### src/design/assert_macros.svh
// Assertion macros used by the top level of the accumulator machine.
// Depends on nothing; included by files that check their own logic.
`ifndef ASSERT_MACROS_SVH
`define ASSERT_MACROS_SVH
`ifndef SYNTHESIS
// A property that holds at every clock edge outside reset.
`define ACC16_ASSERT(lbl, clk, rst_n, prop) \
    lbl: assert property (@(posedge clk) disable iff (!rst_n) (prop)) \
        else $error("acc16 assertion failed");
// A consequence that holds in the same cycle as its cause.
`define ACC16_ASSERT_IMP(lbl, clk, rst_n, ante, cons) \
    lbl: assert property (@(posedge clk) disable iff (!rst_n) (ante) |-> (cons)) \
        else $error("acc16 implication failed");
// A consequence that holds in the cycle after its cause.
`define ACC16_ASSERT_NXT(lbl, clk, rst_n, ante, cons) \
    lbl: assert property (@(posedge clk) disable iff (!rst_n) (ante) |=> (cons)) \
        else $error("acc16 next-cycle implication failed");
`else
`define ACC16_ASSERT(lbl, clk, rst_n, prop)
`define ACC16_ASSERT_IMP(lbl, clk, rst_n, ante, cons)
`define ACC16_ASSERT_NXT(lbl, clk, rst_n, ante, cons)
`endif
`endif

### src/design/acc16_pkg.sv
// Shared types and constants of the accumulator machine.
// Depends on nothing; used by the interfaces, the ALU and the top level.
package acc16_pkg;

    // Default sizes of the design.
    localparam int MEM_WORDS_DEF = 4096;
    localparam int WORD_BITS_DEF = 16;

    // Fixed field widths of the item channels.
    localparam int IO_BITS      = 16;
    localparam int MODE_BITS    = 2;
    localparam int ERR_BITS     = 2;
    localparam int ADDR_BITS    = 12;
    localparam int OPERAND_BITS = 12;
    localparam int OPC_BITS     = 4;

    // Item modes.
    typedef enum logic [MODE_BITS-1:0] {
        MODE_EXEC  = 2'd0,
        MODE_WRITE = 2'd1,
        MODE_READ  = 2'd2
    } t_mode;

    // Instruction opcodes.
    typedef enum logic [OPC_BITS-1:0] {
        OP_LDA = 4'h0,
        OP_STA = 4'h1,
        OP_ADD = 4'h2,
        OP_MUL = 4'h3,
        OP_DIV = 4'h4,
        OP_MOD = 4'h5,
        OP_SEA = 4'hF
    } t_opcode;

    // Error codes reported with each result item.
    typedef enum logic [ERR_BITS-1:0] {
        ERR_NONE  = 2'd0,
        ERR_DIV0  = 2'd1,
        ERR_MOD0  = 2'd2,
        ERR_BADOP = 2'd3
    } t_err;

    // Operations of the shared arithmetic unit.
    typedef enum logic [1:0] {
        ALU_ADD,
        ALU_MUL,
        ALU_DIV,
        ALU_MOD
    } t_alu_op;

    // Start request to the arithmetic unit.
    typedef struct packed {
        logic    start;
        t_alu_op op;
    } t_alu_req;

endpackage

### src/design/acc16_alu.sv
// Shared iterative arithmetic unit: add in one step, shift-add multiply,
// restoring divide and modulo. Depends on acc16_pkg.
module acc16_alu #(
    parameter int WORD_BITS = acc16_pkg::WORD_BITS_DEF
) (
    input  logic                                i_clk,
    input  logic                                i_rst_n,
    input  acc16_pkg::t_alu_req                 i_req,
    input  logic [WORD_BITS-1:0]                i_a,
    input  logic [acc16_pkg::OPERAND_BITS-1:0]  i_b,
    output logic                                o_done,
    output logic [WORD_BITS-1:0]                o_result
);

    localparam int OB = acc16_pkg::OPERAND_BITS;
    localparam int CW = $clog2(WORD_BITS + 1);

    typedef enum logic {
        A_IDLE,
        A_RUN
    } t_state;

    t_state              r_state;
    acc16_pkg::t_alu_op  r_op;
    logic [CW-1:0]       r_cnt;
    logic [WORD_BITS-1:0] r_x;      // multiplicand, or dividend shifting into quotient
    logic [WORD_BITS-1:0] r_y;      // partial product
    logic [OB-1:0]       r_b;       // multiplier, or divisor
    logic [OB-1:0]       r_rem;     // partial remainder
    logic                r_done;
    logic [WORD_BITS-1:0] r_result;

    logic [WORD_BITS:0]   add_a;
    logic [WORD_BITS:0]   add_b;
    logic                 add_cin;
    logic [WORD_BITS:0]   add_sum;
    logic [OB:0]          rem_sh;
    logic                 no_borrow;
    logic [WORD_BITS-1:0] n_quo;
    logic [OB-1:0]        n_rem;
    logic [WORD_BITS-1:0] n_prod;

    // The one adder of the unit, steered by the operation in progress.
    always_comb begin
        rem_sh  = {r_rem, r_x[WORD_BITS-1]};
        add_a   = '0;
        add_b   = '0;
        add_cin = 1'b0;
        if (r_state == A_IDLE) begin
            add_a = {1'b0, i_a};
            add_b = (WORD_BITS+1)'(i_b);
        end else if (r_op == acc16_pkg::ALU_MUL) begin
            add_a = {1'b0, r_y};
            add_b = {1'b0, r_x};
        end else begin
            add_a   = (WORD_BITS+1)'(rem_sh);
            add_b   = ~((WORD_BITS+1)'(r_b));
            add_cin = 1'b1;
        end
        add_sum = add_a + add_b + (WORD_BITS+1)'(add_cin);
    end

    // Next values of one multiply or divide step.
    always_comb begin
        no_borrow = ~add_sum[WORD_BITS];
        n_quo     = {r_x[WORD_BITS-2:0], no_borrow};
        n_rem     = no_borrow ? add_sum[OB-1:0] : rem_sh[OB-1:0];
        n_prod    = r_b[0] ? add_sum[WORD_BITS-1:0] : r_y;
    end

    // Sequencer of the unit.
    always_ff @(posedge i_clk) begin
        if (!i_rst_n) begin
            r_state <= A_IDLE;
            r_done  <= 1'b0;
        end else begin
            r_done <= 1'b0;
            unique case (r_state)
                A_IDLE: begin
                    if (i_req.start) begin
                        r_op <= i_req.op;
                        r_x  <= i_a;
                        r_b  <= i_b;
                        unique case (i_req.op) inside
                            acc16_pkg::ALU_ADD: begin
                                r_result <= add_sum[WORD_BITS-1:0];
                                r_done   <= 1'b1;
                            end
                            acc16_pkg::ALU_MUL: begin
                                r_y     <= '0;
                                r_cnt   <= CW'(OB);
                                r_state <= A_RUN;
                            end
                            acc16_pkg::ALU_DIV, acc16_pkg::ALU_MOD: begin
                                r_rem   <= '0;
                                r_cnt   <= CW'(WORD_BITS);
                                r_state <= A_RUN;
                            end
                        endcase
                    end
                end
                A_RUN: begin
                    r_cnt <= r_cnt - 1'b1;
                    if (r_op == acc16_pkg::ALU_MUL) begin
                        r_y <= n_prod;
                        r_x <= {r_x[WORD_BITS-2:0], 1'b0};
                        r_b <= {1'b0, r_b[OB-1:1]};
                        if (r_cnt == CW'(1)) begin
                            r_result <= n_prod;
                        end
                    end else begin
                        r_x   <= n_quo;
                        r_rem <= n_rem;
                        if (r_cnt == CW'(1)) begin
                            r_result <= (r_op == acc16_pkg::ALU_DIV) ? n_quo
                                                                   : WORD_BITS'(n_rem);
                        end
                    end
                    if (r_cnt == CW'(1)) begin
                        r_done  <= 1'b1;
                        r_state <= A_IDLE;
                    end
                end
            endcase
        end
    end

    assign o_done   = r_done;
    assign o_result = r_result;

endmodule
### config.mk
export PLATFORM = sky130hd
export DESIGN_NAME = acc16_alu
export DESIGN_NICKNAME = d
export VERILOG_FILES = /design/src/design/assert_macros.svh /design/src/design/acc16_pkg.sv /design/src/design/acc16_alu.sv
export SDC_FILE = /design/constraint.sdc
export NUM_CORES = 1
export LEC_CHECK = 0
export ABC_AREA = 1
export CORE_MARGIN = 2
export CORE_UTILIZATION = 40
export DETAILED_ROUTE_END_ITERATION = 12
export DONT_BUFFER_PORTS = 1
export SLEW_MARGIN = 0
export SYNTH_ARGS = -nofsm -noshare
export SYNTH_HDL_FRONTEND = slang
export SYNTH_SLANG_ARGS = --single-unit
export TNS_END_PERCENT = 10
### constraint.sdc
create_clock -name i_clk -period 7.2 [get_ports i_clk]
set_input_delay 2.16 -clock i_clk [delete_from_list [all_inputs] [get_ports i_clk]]
set_output_delay 2.16 -clock i_clk [all_outputs]
set_load 0.01 [all_outputs]
==> impl_metrics.ini <==
[outcome]
status = finished clean

[floorplan]
ios = 50
die_w_um = 120
num_rows = 42
coreArea_um2 = 13200
initial_core_util_pct = 40.9
die-area_um2 = 14500
die_y_um = 120

[worst_setup_path]
crit_chain = nor2_1 > a31oi_1 > o21ai_0 > fa_1 > fa_1 > inv_1 > nand2_1 > nand2_1 > nand3_1 > nand2_2 > nand2_2 > nand3_2 > nand2_4 > nand2_1 > nand3_1 > nand2_1 > nand2_1
r2r_end = o_result[6]
worstPathArrival_ns = 4.70
r2r_slack_ns = 2.94
max_stage_delay_ns = 0.45
cp-end-kind = register
cp_num_cells = 17
cp-start-kind = input port
crit_path_frequent_cell = nand2_1
worstRegToRegCells = 20
crit_buf_inv = 1
crit_family = simple AND/OR/NAND/NOR gates
startpoint = i_b[0]
required_ns = 7.31
critPathMaxFanout = 13
crit_type = in -> reg
slowest_stage = fa_1
regToRegStartpoint = r_op[1]
crit_end = o_result[6]

[yosys]
synth.largest_area_cell = edfxtp_1
synth_top_area_share_pct = 43.8
ys_warn_count = 0
ys_ff_latch = 81
avgSynthCellArea_um2 = 7.65
synth.area.top_cells = edfxtp_1 (44%), nand2_1 (12%), inv_1 (6.4%)
syn_area_um2 = 5410
ys_seq_area_share_pct = 44.6
syn_nets = 760
synthCells = 708
ys_types = 36

[routing]
via_per_inst = 5.51
drtIter0Drc = 419
wire_per_inst_um = 17.4
firstDrtPassIters = 5
drc = 0
wl_mm = 15.3
ant_nets = 0
vias = 4830

[finish]
final_common_cell = nand2_1
final_cell_mix = nand2_1 (174), inv_1 (92), nor2_1 (90)
nFillCells = 1365
synthToLayoutAreaGrowth_pct = 7.98
ff_latch_area_um2 = 2410
fin_area_um2 = 5840
final_nets = 748
drive_above_1_share_pct = 7.00
antennaDiodeCount = 0
multi_input_area_um2 = 2510

[clock_tree]
root_buffer = clkbuf_16
post_cts_buffers = 0
cts.sinks = 81
clk_path_buf_depth = 2
hold_buffers = 0
cts-htree-levels = 3
clk_pin_slew_ns = 0.06
clk_latency_ns = 0.35
cts_buffers = 9
cts_tree = built
cts_resized = 0

[sta]
clock.fmax_ghz = 0.218
finalMaxSlewViolations = 0
worst_slew_pin_slew_ns = 1.22
final_hold_viol_count = 0
period_share_pct = 63.8
fin_skew_ns = 0.00578
fin_tns_setup_ns = 0
setup_viol = 0
rsz0062_at_grt = false
relSlewSlack_pct = 18.4
min_period_ns = 4.60
fin_ws_ns = 2.60

[worst_hold_path]
hp-class = reg -> reg

[global_routing]
antenna_found_initial = 0
busiest_layer = met2
grt_max_degree = 76
grt_pass1_vias = 4501
grt_use_met1_pct = 30.6
use_met2_pct = 33.8
track_usage_pct = 21.9
grt_pass1_wl_mm = 24.2
globalRouteOverflowTotal = 0
use_met3_pct = 5.19

[place]
dpl.hpwl_mm = 10.6
io_buffers = 0
place_ws_ns = 2.26
gp_congestion = 0.912
placed_cell_area_um2 = 5560

[power_and_ir_drop]
p_per_area_nw_per_um2 = 252
vdd_ir_drop_max_mv = 0.130
leakagePower_nw = 2.63

[flow_run]
drv_cap = 0
==> power by group <==
part	switching (mW)	internal [mW]	leakage (nW)
registers	0.0163	0.563	0.758
clock network	0.187	0.265	0.139
logic	0.301	0.143	1.73
total	0.505	0.970	2.63
==> layout make-up <==
cell class	count	share of cell area [%]
timing repair buffer	8	1.03
sequential	81	41.3
clock buffer	9	3.85
tap	176	3.77
inverter	95	6.10
multi-input combinational	501	42.9
clock inverter	6	1.03
==> Yosys cell counts (all sizes together) <==
master	number
o211ai	2
mux2i	3
xnor2	4
fa	2
dfxtp	2
o21a	2
a211oi	2
clkbuf	17
nand2	191
ha	17
edfxtp	79
nand3	61
buf	14
a221oi	9
a21oi	56
clkinv	1
nor2	91
or2	1
o21ai	35
nand4	4
inv	94
o22ai	9
xor2	4
a31oi	1
o21bai	1
nor3	6
==> cell families (layout without fill, tap and decap cells) <==
kind of cell / count (synthesis) / count (layout) / synth area share, %
buffers and inverters: 126 / 118 / 9.36
DFF: 81 / 81 / 44.6
adders and majority gates: 19 / 19 / 4.67
and+or+nand+nor: 354 / 354 / 27.5
muxes: 3 / 3 / 0.555
xor gates and xnor gates: 8 / 8 / 1.29
AOI/OAI and AO/OA: 117 / 117 / 12.1
==> per-stage QoR <==
stage	instances	hold slack, ns	total power, mW	utilization (%)
final	876	0.579	1.48	44.1
after global routing	876	0.603	1.56	44.1
after CTS	876	0.582	1.48	44.1
after detailed placement	861	0.564	1.03	42.0
after global placement	861	0.553	1.02	42.0
after floorplan	708	0.521	0.928	-
==> worst reg2reg max path, stage by stage (launching register included) <==
cell and delay, ns:
edfxtp_1 0.39, nor2_1 0.22, nor2_1 0.06, buf_4 0.21
inv_1 0.34, buf_4 0.40, o21ai_0 0.17, fa_1 0.45
fa_1 0.42, inv_1 0.12, nand2_1 0.06, nand2_1 0.06
nand3_1 0.08, nand2_2 0.13, nand2_2 0.08, nand3_2 0.25
nand2_4 0.22, nand2_1 0.14, nand3_1 0.08, nand2_1 0.09
nand2_1 0.05
==> registers in the layout, summed over array words and instances, names as in the netlist <==
signal	cells
r_rem	12
r_op	2
o_result	16
r_x	16
r_state	1
r_cnt	5
o_done	1
r_b	12
r_y	16
==> layer usage <==
| metal | routed length [µm] | up-vias | share of wire, % |
|---|---|---|---|
| met5 | 0 | - | 0 |
| met4 | 287 | 0 | 1.9 |
| met3 | 1320 | 25 | 8.6 |
| met2 | 6730 | 214 | 44 |
| met1 | 6930 | 2279 | 45 |
| li1 | - | 2312 | - |
==> worst min path at each step <==
stage / from / to / slack (ns) / cells after the start
after floorplan: r_b[11] / r_b[10] / 0.52 / 2
after global placement: r_b[11] / r_b[10] / 0.55 / 2
after detailed placement: r_b[11] / r_b[10] / 0.56 / 2
after CTS: r_b[11] / r_b[10] / 0.58 / 2
after global routing: r_b[11] / r_b[10] / 0.60 / 2
final: r_b[11] / r_b[10] / 0.58 / 2
No activity file was read; power rests on OpenSTA's default activity.
